### src/rtl/core/swsp_pkg.sv
package swsp_pkg;

	localparam int MAX_WINDOW    = 4096;
	localparam int ALPHABET_SIZE = 26;

	localparam int SYM_W   = 5;
	localparam int LEN_W   = 13;
	localparam int CNT_W   = 13;
	localparam int MASK_W  = ALPHABET_SIZE;
	localparam int HIST_AW = (MAX_WINDOW > 1) ? $clog2(MAX_WINDOW) : 1;

	localparam int QDEPTH = 4;
	localparam int QPTR_W = $clog2(QDEPTH);
	localparam int QCNT_W = $clog2(QDEPTH + 1);

	// One command word handed from the front to the back.
	typedef struct packed {
		logic             clr;
		logic             take;
		logic             retire;
		logic             emit;
		logic [SYM_W-1:0] sym;
		logic [SYM_W-1:0] old;
	} cmd_t;

	typedef struct packed {
		logic              valid;
		logic [QCNT_W-1:0] count;
	} q_status_t;

endpackage

### src/rtl/core/swsp_queue.sv
module swsp_queue import swsp_pkg::*; (
	input  logic      clk,
	input  logic      arst_n,
	input  logic      wr,
	input  cmd_t      wr_cmd,
	input  logic      rd,
	output cmd_t      rd_cmd,
	output q_status_t stat
);

	cmd_t              entry_q [QDEPTH];
	logic [QPTR_W-1:0] wr_ptr_q;
	logic [QPTR_W-1:0] rd_ptr_q;
	logic [QCNT_W-1:0] count_q;
	logic              do_rd;

	assign do_rd = rd && (count_q != '0);

	always_ff @(posedge clk or negedge arst_n) begin
		if (!arst_n) begin
			wr_ptr_q <= '0;
			rd_ptr_q <= '0;
			count_q  <= '0;
		end else begin
			if (wr) begin
				wr_ptr_q <= (wr_ptr_q == QPTR_W'(QDEPTH - 1)) ? '0 : wr_ptr_q + QPTR_W'(1);
			end
			if (do_rd) begin
				rd_ptr_q <= (rd_ptr_q == QPTR_W'(QDEPTH - 1)) ? '0 : rd_ptr_q + QPTR_W'(1);
			end
			if (wr && !do_rd) begin
				count_q <= count_q + QCNT_W'(1);
			end else if (!wr && do_rd) begin
				count_q <= count_q - QCNT_W'(1);
			end
		end
	end

	always_ff @(posedge clk) begin
		if (wr) begin
			entry_q[wr_ptr_q] <= wr_cmd;
		end
	end

	assign rd_cmd     = entry_q[rd_ptr_q];
	assign stat.valid = count_q != '0;
	assign stat.count = count_q;

endmodule

### config.mk
export PLATFORM = sky130hd
export DESIGN_NAME = swsp_queue
export DESIGN_NICKNAME = d
export VERILOG_FILES = /design/src/rtl/core/swsp_pkg.sv /design/src/rtl/core/swsp_queue.sv
export SDC_FILE = /design/constraint.sdc
export NUM_CORES = 1
export LEC_CHECK = 0
export BUFFER_PORTS_ARGS = -buffer_cell sky130_fd_sc_hd__buf_2
export CAP_MARGIN = 30
export CORE_UTILIZATION = 50
export CTS_CLUSTER_SIZE = 12
export DETAILED_ROUTE_END_ITERATION = 12
export PLACE_DENSITY_LB_ADDON = 0.1
export SLEW_MARGIN = 20
export SYNTH_ARGS = -nofsm -noshare
export SYNTH_HDL_FRONTEND = slang
export SYNTH_SLANG_ARGS = --single-unit
### constraint.sdc
create_clock -name clk -period 4.48 [get_ports clk]
set_clock_uncertainty 0.05 [all_clocks]
set_input_delay 0.224 -clock clk [delete_from_list [all_inputs] [get_ports clk]]
set_output_delay 0.224 -clock clk [all_outputs]
set_load 0.005 [all_outputs]
After elaboration in Yosys (flattened, before gate mapping) --
Memories as Yosys holds them, arrays and structs flattened. Cells that the tools add are included.
Word-level totals: memories 1, output and inout bits 18, RAM bits 56, bits of input ports 18, bits in registers 7
Memories:
- entry_q | words 4, bits a word 14, rd ports 1, clocked after memory_dff 0, write ports 1, RTL line swsp_queue.sv:11 | cmd_t entry_q [QDEPTH];
Cells by class: equality and inequality tests 2, muxes and demuxes 6, add/sub/neg operators 4, reductions and logical operators 7
Operators with widths (number):
- 3-bit 2-to-1 mux | 2
- 2-bit by 1-bit adder with 2-bit output, second input constant | 2
- 2-bit == test, second input constant | 2
- 2-bit 2-to-1 mux | 2
- 3-bit by 1-bit adder with 3-bit output, second input constant | 1
- 1-bit logical AND | 3
- 3-bit nonzero test | 1
- 3-bit by 1-bit subtractor with 3-bit output, second input constant | 1
- 1-bit zero test | 2
- 1-bit 2-to-1 mux | 2
- 2-bit nonzero test | 1

Longest topological paths before layout --
Gate-level depths: netlist of the first run.
word-level depth 5, depth in mapped cells 8, mapped depth without buffers 8

Worst setup path before layout of the first run --
OpenSTA, ideal clock, no wires.
path type flip-flop to flip-flop, start register count_q[0], end register count_q[2], arrival 1.887 ns, library setup time 0.079 ns, cell stages (with the launch flop) 9, period minus slack after synthesis 2.016 ns, slack 2.464 ns, path through dfrtp_1 > or3_4 > nand2_2 > ha_1 > inv_1 > fa_1 > xor2_1 > nor2_1 > xor2_1
RTL lines:
- start: declaration | RTL line swsp_queue.sv:14 | logic [QCNT_W-1:0] count_q;
- start signal: assignment | RTL line swsp_queue.sv:32 | count_q <= count_q + QCNT_W'(1);
- start signal: assignment | RTL line swsp_queue.sv:34 | count_q <= count_q - QCNT_W'(1);

==> results of run 1 <==
[Yosys cell counts, types with 2 or more instances]
| cell type | number | area, sq um |
|---|---|---|
| sky130_fd_sc_hd__nand2_1 | 2 | 7.51 |
| sky130_fd_sc_hd__mux4_2 | 8 | 180 |
| sky130_fd_sc_hd__and2_1 | 4 | 25.0 |
| sky130_fd_sc_hd__edfxtp_1 | 56 | 1680 |
| sky130_fd_sc_hd__mux4_1 | 6 | 158 |
| sky130_fd_sc_hd__o21ai_0 | 2 | 10.0 |
| sky130_fd_sc_hd__ha_1 | 6 | 75.1 |
| sky130_fd_sc_hd__nor2_1 | 3 | 11.3 |
| sky130_fd_sc_hd__dfrtp_1 | 7 | 175 |
| sky130_fd_sc_hd__xor2_1 | 2 | 17.5 |
| sky130_fd_sc_hd__mux2_2 | 3 | 33.8 |
| sky130_fd_sc_hd__inv_1 | 3 | 11.3 |
[through the flow]
stage	cells	utilization	area [sq um]	setup WS, ns
finish	225	0.622	2940	2.11
global route	225	0.622	2940	1.98
CTS	225	0.622	2940	2.04
detailed placement	208	0.570	2690	2.32
global placement	208	0.570	2690	2.42
floorplan	109	-	2470	2.46
[final timing paths]
kind                                          from                 endpoint  slack [ns]  depth (start not counted)
min reg2reg                 count_q[2]$_DFFE_PN0P_   count_q[2]$_DFFE_PN0P_        0.46                          1
min in group asynchronous                   arst_n  rd_ptr_q[1]$_DFFE_PN0P_        0.19                          2
max in group asynchronous                   arst_n  wr_ptr_q[0]$_DFFE_PN0P_        4.03                          2
min                                      wr_cmd[3]  entry_q[2][3]$_DFFE_PP_        0.05                          1
max                        rd_ptr_q[0]$_DFFE_PN0P_               rd_cmd[13]        2.11                          2
max reg2reg                 count_q[0]$_DFFE_PN0P_   count_q[2]$_DFFE_PN0P_        2.32                          8
[metal layers]
| layer | GRT usage | up-vias |
|---|---|---|
| met5 | 0 | - |
| met4 | 0.115 | 0 |
| met3 | 0.0500 | 12 |
| met2 | 0.296 | 33 |
| met1 | 0.200 | 586 |
| li1 | - | 531 |
[critical path: cells and delay by family, from the launching register on]
kind | cells | cell delay [ns]
flip-flops | 1 | 0.95
multiplexers | 1 | 0.66
buffers and inverters | 1 | 0.15
[logic make-up (layout without fill, tap and decap cells)]
kind of cell / count (synthesis) / after routing
XOR/XNOR: 3 / 3
adder cells (fa/ha/maj): 7 / 7
multiplexers: 17 / 17
AND/OR/NAND/NOR: 11 / 11
flip-flops: 63 / 63
buffers and inverters: 6 / 55
AO/OA/AOI/OAI: 2 / 2
[placed cells by master, fill, tap and decap left out]
| master | synthesis | routed |
|---|---|---|
| sky130_fd_sc_hd__edfxtp_1 | 56 | 56 |
| sky130_fd_sc_hd__buf_2 | 1 | 35 |
| sky130_fd_sc_hd__clkbuf_8 | 0 | 9 |
| sky130_fd_sc_hd__mux4_2 | 8 | 8 |
| sky130_fd_sc_hd__dfrtp_1 | 7 | 7 |
| sky130_fd_sc_hd__mux4_1 | 6 | 6 |
| sky130_fd_sc_hd__ha_1 | 6 | 6 |
| sky130_fd_sc_hd__and2_1 | 4 | 4 |
| sky130_fd_sc_hd__inv_1 | 3 | 3 |
| sky130_fd_sc_hd__mux2_2 | 3 | 3 |
| sky130_fd_sc_hd__nor2_1 | 3 | 3 |
| sky130_fd_sc_hd__bufinv_16 | 0 | 3 |
| sky130_fd_sc_hd__nand2_1 | 2 | 2 |
| sky130_fd_sc_hd__o21ai_0 | 2 | 2 |
| sky130_fd_sc_hd__xor2_1 | 2 | 2 |
| sky130_fd_sc_hd__clkinv_2 | 0 | 2 |
| sky130_fd_sc_hd__or3_4 | 1 | 1 |
| sky130_fd_sc_hd__nand2_2 | 1 | 1 |
| sky130_fd_sc_hd__xnor2_1 | 1 | 1 |
| sky130_fd_sc_hd__fa_1 | 1 | 1 |
| sky130_fd_sc_hd__clkinvlp_4 | 0 | 1 |
| sky130_fd_sc_hd__clkinv_1 | 0 | 1 |
| sky130_fd_sc_hd__dlygate4sd3_1 | 0 | 1 |
[state kept, by name (all words and copies together), names as in the netlist]
| name | cells |
|---|---|
| count_q | 3 |
| entry_q | 56 |
| rd_ptr_q | 2 |
| wr_ptr_q | 2 |
[cell type report]
type / count / area share
Tap cell: 67 / 0.0285
Inverter: 3 / 0.00383
Multi-Input combinational cell: 40 / 0.192
Clock buffer: 9 / 0.0422
Clock inverter: 7 / 0.0379
Sequential cell: 63 / 0.632
Timing Repair Buffer: 36 / 0.0631
[where the power goes]
| group | internal (W) | leakage, nW | switching [W] |
|---|---|---|---|
| Combinational | 0.000250 | 0.373 | 0.000170 |
| Clock | 0.000365 | 0.117 | 0.000212 |
| Sequential | 0.000765 | 0.597 | 0.000110 |
| Total | 0.00138 | 1.09 | 0.000491 |
[repair_timing]
item / in CTS / in global routing
endpoints found under the hold margin: 7 / 0
hold buffers: 1 / 0
gates resized for setup: 0 / 0
==> results_tabular.tex, run 1 <==
\begin{tabular}{lr}
\hline
Metric & Value \\
\hline
\multicolumn{2}{l}{\textbf{Run status}} \\
\quad Result of the run & finished clean \\
\multicolumn{2}{l}{\textbf{Finish}} \\
\quad Antenna Cells & 0 \\
\quad Fillers & 347 \\
\quad Area taken by flip-flops and latches & 0.00186 sq mm \\
\quad Footprint of the multi-input gates & $\sim$560 sq um \\
\quad Area Overhead vs Synth & 19.0\% \\
\quad Layout Nets & 178 \\
\quad Fraction of final layout cells sized beyond drive strength 1 & 0.399 \\
\multicolumn{2}{l}{\textbf{Global routing}} \\
\quad Wire length of the first global-routing pass & 6300 microns \\
\quad Maximum number of pins on one net before global-route repair & 18 \\
\quad Vias in the first global route & 1283 \\
\quad Initial antenna violation count & 0 \\
\quad Final global-route overflow total & 0 \\
\quad Global routing usage summed across all routing layers & 0.177 \\
\multicolumn{2}{l}{\textbf{Clock network}} \\
\quad Clock latency of the later-clocked register in the worst-skew pair & 0.33 ns \\
\quad \# H-tree levels & 3 \\
\quad Bufs on Longest Clock Path & 2 \\
\quad Total clock buffers created by CTS & 9 \\
\quad Clock transition at the registers of the reported paths & roughly 0.070 ns \\
\quad Clock tree from TritonCTS & yes \\
\quad Clock tree sinks & 63 \\
\quad Clock root buffer master & sky130\_fd\_sc\_hd\_\_clkbuf\_8 \\
\quad \# Post-CTS Setup Buffers & 0 \\
\multicolumn{2}{l}{\textbf{Timing}} \\
\quad Number of hold-slack violations in the final timing report & 0 \\
\quad Worst slew margin relative to its limit & 0.380 \\
\quad RSZ-0062 raised after global routing & no \\
\quad Least-Margin Pin Slew & 0.929 ns \\
\quad Count of final setup violators & 0 \\
\quad Shortest clock period the worst path allows after layout & 2.37 ns \\
\quad Portion of the clock cycle consumed by the worst path in the final layout & 0.529 \\
\quad Worst hold slack & 0.0544 ns \\
\quad Final sum of negative setup slack & 0 ns \\
\quad Maximum clock frequency & 422 MHz \\
\quad Final Max Slew Viols & 0 \\
\multicolumn{2}{l}{\textbf{Power}} \\
\quad Total power & 0.00187 W \\
\quad Power density relative to cell area & roughly 640 mW/mm\^{}2 \\
\quad Worst vdd rail ir drop & $\sim$420 uV \\
\quad Leakage & 1.09 nW \\
\multicolumn{2}{l}{\textbf{Synth}} \\
\quad Cell variety after synth & 19 \\
\quad Cell count after synthesis & $\sim$110 \\
\quad Dominant synthesized flop cell & sky130\_fd\_sc\_hd\_\_edfxtp\_1 \\
\quad Post-synthesis cell area & 0.00247 sq mm \\
\quad Main combinational cell family by area after synthesis & multiplexers \\
\quad Post-synthesis simple-gate area fraction & 0.0248 \\
\quad Avg Inst Size Synth & 22.6 sq um \\
\quad Adder-cell area share of the yosys netlist & 0.0385 \\
\quad Synthesized flop and latch total & 63 \\
\quad Area share of xor/xnor cells in the synthesized design & 0.0106 \\
\quad Proportion of synthesized chip area in sequential cells & 0.752 \\
\quad Post-Syn Nets & 134 \\
\quad Async set-reset flop share out of synthesis & 0.111 \\
\quad Number of enable-type register cells in the synthesized netlist & 56 \\
\quad Multiplexer area fraction after synthesis & 0.151 \\
\quad Synthesis Warnings & 0 \\
\quad Post-synthesis compound-gate area fraction & 0.00405 \\
\multicolumn{2}{l}{\textbf{Routing}} \\
\quad Met2 wire length & between 2000 and 2500 microns \\
\quad Post-route antenna net violation count & 0 \\
\quad Detailed-route wire length & 3890 microns \\
\quad Routed wire per std cell & 17.3 microns \\
\quad Detailed route wirelength on metal3 & 162 microns \\
\quad Violation count after the first detailed-route iteration & 68 \\
\quad Router iterations before antenna repair & 4 \\
\quad Metal-1 WL & 1570 microns \\
\quad Count of vias placed by the detailed router & around 1.2k \\
\quad Residual DRC count & 0 \\
\quad Via density & between 5 and 6 \\
\quad Highest metal layer with signal wires & met4 \\
\multicolumn{2}{l}{\textbf{Setup path}} \\
\quad Critical-path top delay cell & sky130\_fd\_sc\_hd\_\_dfrtp\_1 \\
\quad Crit path arrival time & between 2 and 2.5 ns \\
\quad Data required time at the worst endpoint & 4.21 ns \\
\quad Critical path, cell by cell & mux4\_1 > buf\_2 \\
\quad Slowest Stage Delay on Critical Path & 0.95 ns \\
\quad Crit. End Element & primary output \\
\quad Critical path peak fanout & 17 \\
\quad Kind of start point of the critical path & flop \\
\quad Worst setup path class & flop to primary output \\
\multicolumn{2}{l}{\textbf{Floorplanning}} \\
\quad Vertical die dimension & approximately 72 microns \\
\quad Width of the chip & a little over 70 microns \\
\quad I/O pin count & 36 \\
\quad Core ar. & $\sim$0.0047 sq mm \\
\quad Starting density of the core & 0.523 \\
\quad Die area & 0.00522 sq mm \\
\quad Row cnt & 25 \\
\multicolumn{2}{l}{\textbf{Hold path}} \\
\quad Hold WC Path Type & input port to flop \\
\multicolumn{2}{l}{\textbf{Place}} \\
\quad Routability cong. & 0.722 \\
\quad Post-DP HPWL & 2500 microns \\
\quad Count of input and output buffers & 35 \\
\multicolumn{2}{l}{\textbf{Job}} \\
\quad Count of maximum capacitance violations & 0 \\
\hline
\end{tabular}
Note: power is estimated with default switching activity, not from simulation.
==> inputs of run 2 (changes only) <==
--- a/config.mk
+++ b/config.mk
@@ -5,6 +5,7 @@
 export SDC_FILE = /design/constraint.sdc
 export NUM_CORES = 1
 export LEC_CHECK = 0
+export ABC_AREA = 1
 export BUFFER_PORTS_ARGS = -buffer_cell sky130_fd_sc_hd__buf_2
 export CAP_MARGIN = 30
 export CORE_UTILIZATION = 50
==> constraint.sdc (replaced) <==
create_clock -name clk -period 2.4 [get_ports clk]
set_clock_uncertainty 0.05 [all_clocks]
set_input_delay 0.12 -clock clk [delete_from_list [all_inputs] [get_ports clk]]
set_output_delay 0.12 -clock clk [all_outputs]
set_load 0.005 [all_outputs]
==> run 2 against run 1 <==
  * Register-to-register slack worse by 1.8 ns
  * Power grew 88%
  * Via count increased by 41%
  * Count of clock-buffer cells in the layout up 1
  * Hold slack got worse by 0.0070 ns
  * Sequential power grew 84%
  * Clock power rose by 26%
  * Area after synthesis rose by 12%
  * Final cell count is 54% higher
  * Critical path depth rose by 3
  * Largest cell class unchanged
  * Largest power group unchanged
==> results_tabular.tex, run 2 <==
\begin{tabular}{lr}
\hline
Metric & Value \\
\hline
\multicolumn{2}{l}{\textbf{Run status}} \\
\quad Result of the run & finished clean \\
\multicolumn{2}{l}{\textbf{Timing}} \\
\quad Maximum clock frequency & around 530 MHz \\
\quad Final sum of negative setup slack & 0 ns \\
\quad Least-Margin Pin Slew & 0.660 ns \\
\quad Slack of the critical path & roughly 0.53 ns \\
\quad RSZ-0062 raised after global routing & no \\
\quad Count of final setup violators & 0 \\
\quad Shortest clock period the worst path allows after layout & about 1.9 ns \\
\quad Number of hold-slack violations in the final timing report & 0 \\
\quad Final Max Slew Viols & 0 \\
\quad Portion of the clock cycle consumed by the worst path in the final layout & 0.780 \\
\quad Worst slew margin relative to its limit & 0.559 \\
\multicolumn{2}{l}{\textbf{Clock network}} \\
\quad Clock root buffer master & sky130\_fd\_sc\_hd\_\_clkbuf\_8 \\
\quad \# H-tree levels & 3 \\
\quad Clock transition at the registers of the reported paths & 0.06 ns \\
\quad Bufs on Longest Clock Path & 2 \\
\quad Clock latency of the later-clocked register in the worst-skew pair & $\sim$0.33 ns \\
\quad Clock tree from TritonCTS & yes \\
\quad Total clock buffers created by CTS & 9 \\
\quad Cells resized by post-CTS repair & 0 \\
\quad Clock tree sinks & 63 \\
\multicolumn{2}{l}{\textbf{Setup path}} \\
\quad Crit. End Element & primary output \\
\quad Slowest Stage Delay on Critical Path & about 0.75 ns \\
\quad Crit path buffers/inverters & 2 \\
\quad Kind of start point of the critical path & flop \\
\quad Crit path arrival time & 1.70 ns \\
\quad Data required time at the worst endpoint & 2.23 ns \\
\quad Reg-to-Reg End & count\_q[2]\$\_DFFE\_PN0P\_ \\
\quad Logic depth of the worst register-to-register path & 10 \\
\quad Critical Path Start & rd\_ptr\_q[0]\$\_DFFE\_PN0P\_ \\
\quad Critical path, cell by cell & buf\_12 > nand2\_1 > o211ai\_1 > nand2\_1 > buf\_2 \\
\quad Worst setup path class & flop to primary output \\
\quad Crit path depth & 5 \\
\quad End point of the critical path & rd\_cmd[13] \\
\quad Cell seen most often among critical-path stages & sky130\_fd\_sc\_hd\_\_nand2\_1 \\
\quad Kind of cell adding the most delay to the critical path & flip-flops \\
\quad FF-to-FF Start & count\_q[0]\$\_DFFE\_PN0P\_ \\
\quad Critical path peak fanout & 31 \\
\quad Reg2Reg Setup Slack & 0.54 ns \\
\quad Critical-path top delay cell & sky130\_fd\_sc\_hd\_\_dfrtp\_2 \\
\multicolumn{2}{l}{\textbf{Job}} \\
\quad Count of maximum capacitance violations & 0 \\
\multicolumn{2}{l}{\textbf{Global routing}} \\
\quad Final global-route overflow total & 0 \\
\quad Initial antenna violation count & 0 \\
\quad Vias in the first global route & 1608 \\
\quad Global routing usage summed across all routing layers & 0.178 \\
\quad Maximum number of pins on one net before global-route repair & 32 \\
\quad Wire length of the first global-routing pass & 7600 microns \\
\multicolumn{2}{l}{\textbf{Finish}} \\
\quad Commonest non-fill, non-tap cells in the layout & sky130\_fd\_sc\_hd\_\_nand2\_1, sky130\_fd\_sc\_hd\_\_edfxtp\_1, sky130\_fd\_sc\_hd\_\_inv\_1 \\
\quad Area Overhead vs Synth & 18.8\% \\
\quad Layout Nets & 297 \\
\quad Share of the core filled with cells & 0.630 \\
\quad Fraction of final layout cells sized beyond drive strength 1 & 0.260 \\
\quad Biggest registers after layout & entry\_q (56), count\_q (3) \\
\quad Antenna Cells & 0 \\
\quad Register with the most flip-flops & entry\_q \\
\quad Flip-flop count of the largest register, all copies and words added & 56 \\
\quad Final Instance Count excl. Fillers & $\sim$350 \\
\multicolumn{2}{l}{\textbf{Synth}} \\
\quad Dominant synthesized flop cell & sky130\_fd\_sc\_hd\_\_edfxtp\_1 \\
\quad Largest cells by area after synthesis & sky130\_fd\_sc\_hd\_\_edfxtp\_1, sky130\_fd\_sc\_hd\_\_nand2\_1, sky130\_fd\_sc\_hd\_\_dfrtp\_1 \\
\quad Async set-reset flop share out of synthesis & 0.111 \\
\quad Number of enable-type register cells in the synthesized netlist & 56 \\
\quad List of most frequent post-synthesis cells & sky130\_fd\_sc\_hd\_\_edfxtp\_1, sky130\_fd\_sc\_hd\_\_nand2\_1, sky130\_fd\_sc\_hd\_\_inv\_1 \\
\quad Largest area contributor in the synthesized netlist & sky130\_fd\_sc\_hd\_\_edfxtp\_1 \\
\quad Avg Inst Size Synth & 12.7 sq um \\
\quad Post-synthesis cell area & around 0.0028 sq mm \\
\quad Post-Syn Nets & 242 \\
\quad Synth top area share & 0.609 \\
\quad Cell count after synthesis & 217 \\
\quad Cell variety after synth & 20 \\
\quad Synthesized flop and latch total & 63 \\
\quad Proportion of synthesized chip area in sequential cells & 0.672 \\
\quad Synthesis Warnings & 0 \\
\multicolumn{2}{l}{\textbf{Floorplanning}} \\
\quad I/O pin count & 36 \\
\quad Width of the chip & 76.3 microns \\
\quad Vertical die dimension & 76.3 microns \\
\quad Die area & roughly 0.006 sq mm \\
\quad Core ar. & 0.00520 sq mm \\
\quad Row cnt & 26 \\
\quad Starting density of the core & 0.531 \\
\multicolumn{2}{l}{\textbf{Routing}} \\
\quad Post-route antenna net violation count & 0 \\
\quad Residual DRC count & 0 \\
\quad Via density & roughly 4.7 \\
\quad Detailed-route wire length & 4550 microns \\
\quad Count of vias placed by the detailed router & 1636 \\
\quad Routed wire per std cell & 13.1 microns \\
\quad Violation count after the first detailed-route iteration & 59 \\
\quad Router iterations before antenna repair & 4 \\
\multicolumn{2}{l}{\textbf{Place}} \\
\quad Setup Slack @ Placement & 0.595 ns \\
\quad Count of input and output buffers & 35 \\
\quad Placed Cells & 315 \\
\quad Post-DP HPWL & roughly 2700 microns \\
\quad Routability cong. & 0.816 \\
\multicolumn{2}{l}{\textbf{Power}} \\
\quad Leakage & 1.41 nW \\
\quad Worst vdd rail ir drop & 750 uV \\
\quad Power density relative to cell area & 1070 mW/mm\^{}2 \\
\multicolumn{2}{l}{\textbf{Hold path}} \\
\quad Source of the worst hold timing path & wr \\
\quad Hold WC Path Type & input port to flop \\
\hline
\end{tabular}
[run 2: worst min path at each step]
stage,end,slack [ns],depth (start not counted)
2_1_floorplan,count_q[0]$_DFFE_PN0P_,-0.23,0
3_3_place_gp,count_q[0]$_DFFE_PN0P_,-0.09,1
3_5_place_dp,count_q[0]$_DFFE_PN0P_,-0.08,1
4_1_cts,wr_ptr_q[0]$_DFFE_PN0P_,0.03,2
5_1_grt,wr_ptr_q[1]$_DFFE_PN0P_,0.05,2
6_report,wr_ptr_q[0]$_DFFE_PN0P_,0.05,2
[run 2: cell families after synthesis]
kind of cell / after synthesis / synth area share
AO/OA/AOI/OAI: 30 / 0.105
XOR/XNOR: 1 / 0.00317
adder cells (fa/ha/maj): 7 / 0.0344
buffers and inverters: 48 / 0.0860
flip-flops: 63 / 0.672
AND/OR/NAND/NOR: 68 / 0.0992
[run 2: timing repair]
item                                   4_1_cts  5_1_grt
endpoints found under the hold margin       64        0
setup buffers                                0        0
hold buffers                                16        0
[run 2: layout make-up]
type | instances | area [sq um]
clock inverter | 6 | 27.5
clock buffer | 10 | 128
sequential | 63 | 1860
tap | 70 | 87.6
multi-input combinational | 106 | 668
fill | 414 | 1920
timing repair buffer | 53 | 363
inverter | 39 | 149
[run 2: report_power, final]
group	internal (W)	leakage, nW	switching (W)
logic	0.000508	0.731	0.000666
registers	0.00143	0.598	0.000184
clock network	0.000360	0.0847	0.000369
total	0.00230	1.41	0.00122
[run 2: layer usage]
metal / global-route usage / share of wire / vias to the layer above
met3: 0.0455 / 0.032 / 13
met1: 0.220 / 0.47 / 750
met4: 0.115 / 0.026 / 0
met2: 0.280 / 0.47 / 29
li1: - / - / 844
met5: 0 / 0 / -
[run 2: metrics by stage]
step	hold WS, ns	power, W	cell area (sq um)
detailed placement	-0.0844	0.00282	2970
finish	0.0473	0.00351	3280
floorplan	-0.226	0.00248	2760
global route	0.0496	0.00379	3280
CTS	0.0262	0.00357	3280
global placement	-0.0858	0.00279	2970
[run 2: worst reg2reg max path, delay by kind of cell (launching register included)]
kind	cells	cell delay, ns
adders and majority gates	2	0.57
DFF	1	0.43
buffers and inverters	1	0.07
and+or+nand+nor	7	0.63
==> inputs of run 3 (changes only) <==
==> constraint.sdc (replaced) <==
create_clock -name clk -period 1.7 [get_ports clk]
set_clock_uncertainty 0.05 [all_clocks]
set_input_delay 0.085 -clock clk [delete_from_list [all_inputs] [get_ports clk]]
set_output_delay 0.085 -clock clk [all_outputs]
set_load 0.005 [all_outputs]
==> run 3 against run 2 <==
  * Register-to-register slack got worse by 0.48 ns
  * Die area did not move
  * Sequential share of layout area is 3.1 points lower
  * Hold slack better by 0.011 ns
  * Utilization is 3.6 points higher
  * Clock power increased by 62%
  * Sequential power up 34%
  * Final area is 5.8% higher
  * Largest cell class unchanged
==> results_tabular.tex, run 3 (synthesis results as in run 2) <==
\begin{tabular}{lr}
\hline
Metric & Value \\
\hline
\multicolumn{2}{l}{\textbf{Timing}} \\
\quad Worst hold slack & around 0.058 ns \\
\quad Number of hold-slack violations in the final timing report & 0 \\
\quad Portion of the clock cycle consumed by the worst path in the final layout & 0.962 \\
\quad Worst slew margin relative to its limit & 0.776 \\
\quad Maximum clock frequency & 611 MHz \\
\quad Least-Margin Pin Slew & 0.336 ns \\
\quad Final sum of negative setup slack & 0 ns \\
\quad Shortest clock period the worst path allows after layout & between 1.5 and 2 ns \\
\quad Final Max Slew Viols & 0 \\
\quad Count of final setup violators & 0 \\
\quad RSZ-0062 raised after global routing & yes \\
\multicolumn{2}{l}{\textbf{Place}} \\
\quad Placed Cells & about 330 \\
\quad Routability cong. & approximately 0.70 \\
\quad Count of input and output buffers & 35 \\
\quad Post-DP HPWL & about 3000 microns \\
\quad Total placed instance area & roughly 0.0031 sq mm \\
\multicolumn{2}{l}{\textbf{Finish}} \\
\quad Final Instance Count excl. Fillers & 360 \\
\quad Final design instance area without fill & 0.00347 sq mm \\
\quad Flip-flop count of the largest register, all copies and words added & 56 \\
\quad Commonest non-fill, non-tap cells in the layout & sky130\_fd\_sc\_hd\_\_edfxtp\_1, sky130\_fd\_sc\_hd\_\_nand2\_1, sky130\_fd\_sc\_hd\_\_inv\_1 \\
\quad Register with the most flip-flops & entry\_q \\
\quad Fraction of final layout cells sized beyond drive strength 1 & 0.314 \\
\quad Area Overhead vs Synth & 25.6\% \\
\quad Share of the core filled with cells & 0.667 \\
\quad Commonest non-fill, non-tap cell in the layout & sky130\_fd\_sc\_hd\_\_edfxtp\_1 \\
\quad Layout Nets & 310 \\
\quad Biggest registers after layout & entry\_q (56), count\_q (3) \\
\quad Antenna Cells & 0 \\
\multicolumn{2}{l}{\textbf{Routing}} \\
\quad Post-route antenna net violation count & 0 \\
\quad Router iterations before antenna repair & 4 \\
\quad Count of vias placed by the detailed router & 1710 \\
\quad Routed wire per std cell & around 13 microns \\
\quad Residual DRC count & 0 \\
\quad Via density & 4.75 \\
\quad Detailed-route wire length & 4760 microns \\
\quad Violation count after the first detailed-route iteration & 34 \\
\multicolumn{2}{l}{\textbf{Clock network}} \\
\quad Clock latency of the later-clocked register in the worst-skew pair & $\sim$0.33 ns \\
\quad \# H-tree levels & 3 \\
\quad Bufs on Longest Clock Path & 2 \\
\quad Clock tree sinks & 63 \\
\quad Total clock buffers created by CTS & 9 \\
\quad Clock root buffer master & sky130\_fd\_sc\_hd\_\_clkbuf\_8 \\
\quad Clock transition at the registers of the reported paths & 0.07 ns \\
\quad Clock tree from TritonCTS & yes \\
\multicolumn{2}{l}{\textbf{Setup path}} \\
\quad Crit. End Element & flop \\
\quad Crit path buffers/inverters & 2 \\
\quad Worst setup path class & flop to flop \\
\quad Crit path arrival time & 1.81 ns \\
\quad Critical path peak fanout & 3 \\
\quad Critical path, cell by cell & nor2\_1 > nand2\_1 > nand2\_2 > ha\_4 > inv\_2 > fa\_2 > inv\_1 > nand2\_1 > nand4\_1 > nand2\_1 \\
\quad Cell seen most often among critical-path stages & sky130\_fd\_sc\_hd\_\_nand2\_1 \\
\quad Slowest Stage Delay on Critical Path & 0.38 ns \\
\quad Kind of start point of the critical path & flop \\
\quad Kind of cell adding the most delay to the critical path & simple AND/OR/NAND/NOR gates \\
\quad Critical-path top delay cell & sky130\_fd\_sc\_hd\_\_dfrtp\_1 \\
\quad Data required time at the worst endpoint & 1.88 ns \\
\multicolumn{2}{l}{\textbf{Floorplanning}} \\
\quad Vertical die dimension & approximately 76 microns \\
\quad Row cnt & 26 \\
\quad Core ar. & $\sim$0.0052 sq mm \\
\quad Die area & 0.00583 sq mm \\
\quad Starting density of the core & 0.531 \\
\quad Width of the chip & 76.3 microns \\
\quad I/O pin count & 36 \\
\multicolumn{2}{l}{\textbf{Job}} \\
\quad Count of maximum capacitance violations & 0 \\
\multicolumn{2}{l}{\textbf{Power}} \\
\quad Leakage & 1.50 nW \\
\quad Power density relative to cell area & 1550 mW/mm\^{}2 \\
\quad Worst vdd rail ir drop & roughly 960 uV \\
\multicolumn{2}{l}{\textbf{Hold path}} \\
\quad Hold WC Path Type & input port to asynchronous set/reset pin \\
\multicolumn{2}{l}{\textbf{Global routing}} \\
\quad Vias in the first global route & 1629 \\
\quad Maximum number of pins on one net before global-route repair & 33 \\
\quad Global routing usage summed across all routing layers & 0.181 \\
\quad Initial antenna violation count & 0 \\
\quad Wire length of the first global-routing pass & 7610 microns \\
\quad Final global-route overflow total & 0 \\
\multicolumn{2}{l}{\textbf{Run status}} \\
\quad Result of the run & finished clean \\
\hline
\end{tabular}
run 3: cell count changes in the layout (fill, tap and decap cells not counted), moves of 2 or more:
cell,before,now
sky130_fd_sc_hd__buf_12,1,4
sky130_fd_sc_hd__buf_4,1,10
sky130_fd_sc_hd__clkbuf_8,9,12
sky130_fd_sc_hd__clkinv_1,2,0
sky130_fd_sc_hd__clkinv_2,4,2
sky130_fd_sc_hd__nand2_1,56,54
sky130_fd_sc_hd__nand2_2,5,7
run 3: timing repair:
item | 4_1_cts | 5_1_grt
gates resized for setup | 0 | 4
buffers inserted | 0 | 1
hold buffers | 17 | 0
endpoints found under the hold margin | 67 | 0
setup endpoints to repair | 0 | 2
run 3: path summary, 6_finish.rpt:
path / start / endpoint / slack [ns] / cells after the start
min reg2reg: count_q[2]$_DFFE_PN0P_ / count_q[2]$_DFFE_PN0P_ / 0.49 / 2
max: count_q[0]$_DFFE_PN0P_ / count_q[2]$_DFFE_PN0P_ / 0.06 / 10
min in group clk: wr_cmd[5] / entry_q[0][5]$_DFFE_PP_ / 0.45 / 2
max in group asynchronous: arst_n / rd_ptr_q[0]$_DFFE_PN0P_ / 1.36 / 2
max reg2reg: count_q[0]$_DFFE_PN0P_ / count_q[2]$_DFFE_PN0P_ / 0.06 / 10
min: arst_n / wr_ptr_q[0]$_DFFE_PN0P_ / 0.06 / 2
run 3: final cells by class:
cell class | count | area, sq um
Timing Repair Buffer | 66 | 500
Multi-Input combinational cell | 106 | 688
Sequential cell | 63 | 1860
Inverter | 39 | 149
Clock inverter | 3 | 17.5
Clock buffer | 13 | 169
Fill cell | 400 | 1740
Tap cell | 70 | 87.6
run 3: metrics by stage:
stage	setup slack, ns	power (W)
2_1_floorplan	0.00653	0.00351
3_3_place_gp	0.0721	0.00415
3_5_place_dp	0.0415	0.00420
4_1_cts	0.0178	0.00541
5_1_grt	-0.0204	0.00577
6_report	0.0643	0.00539
run 3: routing by layer:
layer / vias up / wire (microns) / GRT usage
li1: 868 / - / -
met1: 807 / 2120 / 0.214
met2: 28 / 2370 / 0.300
met3: 7 / 167 / 0.0503
met4: 0 / 94 / 0.0942
met5: - / 0 / 0
run 3: where the power goes:
group	leakage (nW)	internal, W	switching, W
logic	0.806	0.000923	0.00112
clock network	0.0954	0.000644	0.000540
registers	0.598	0.00201	0.000148
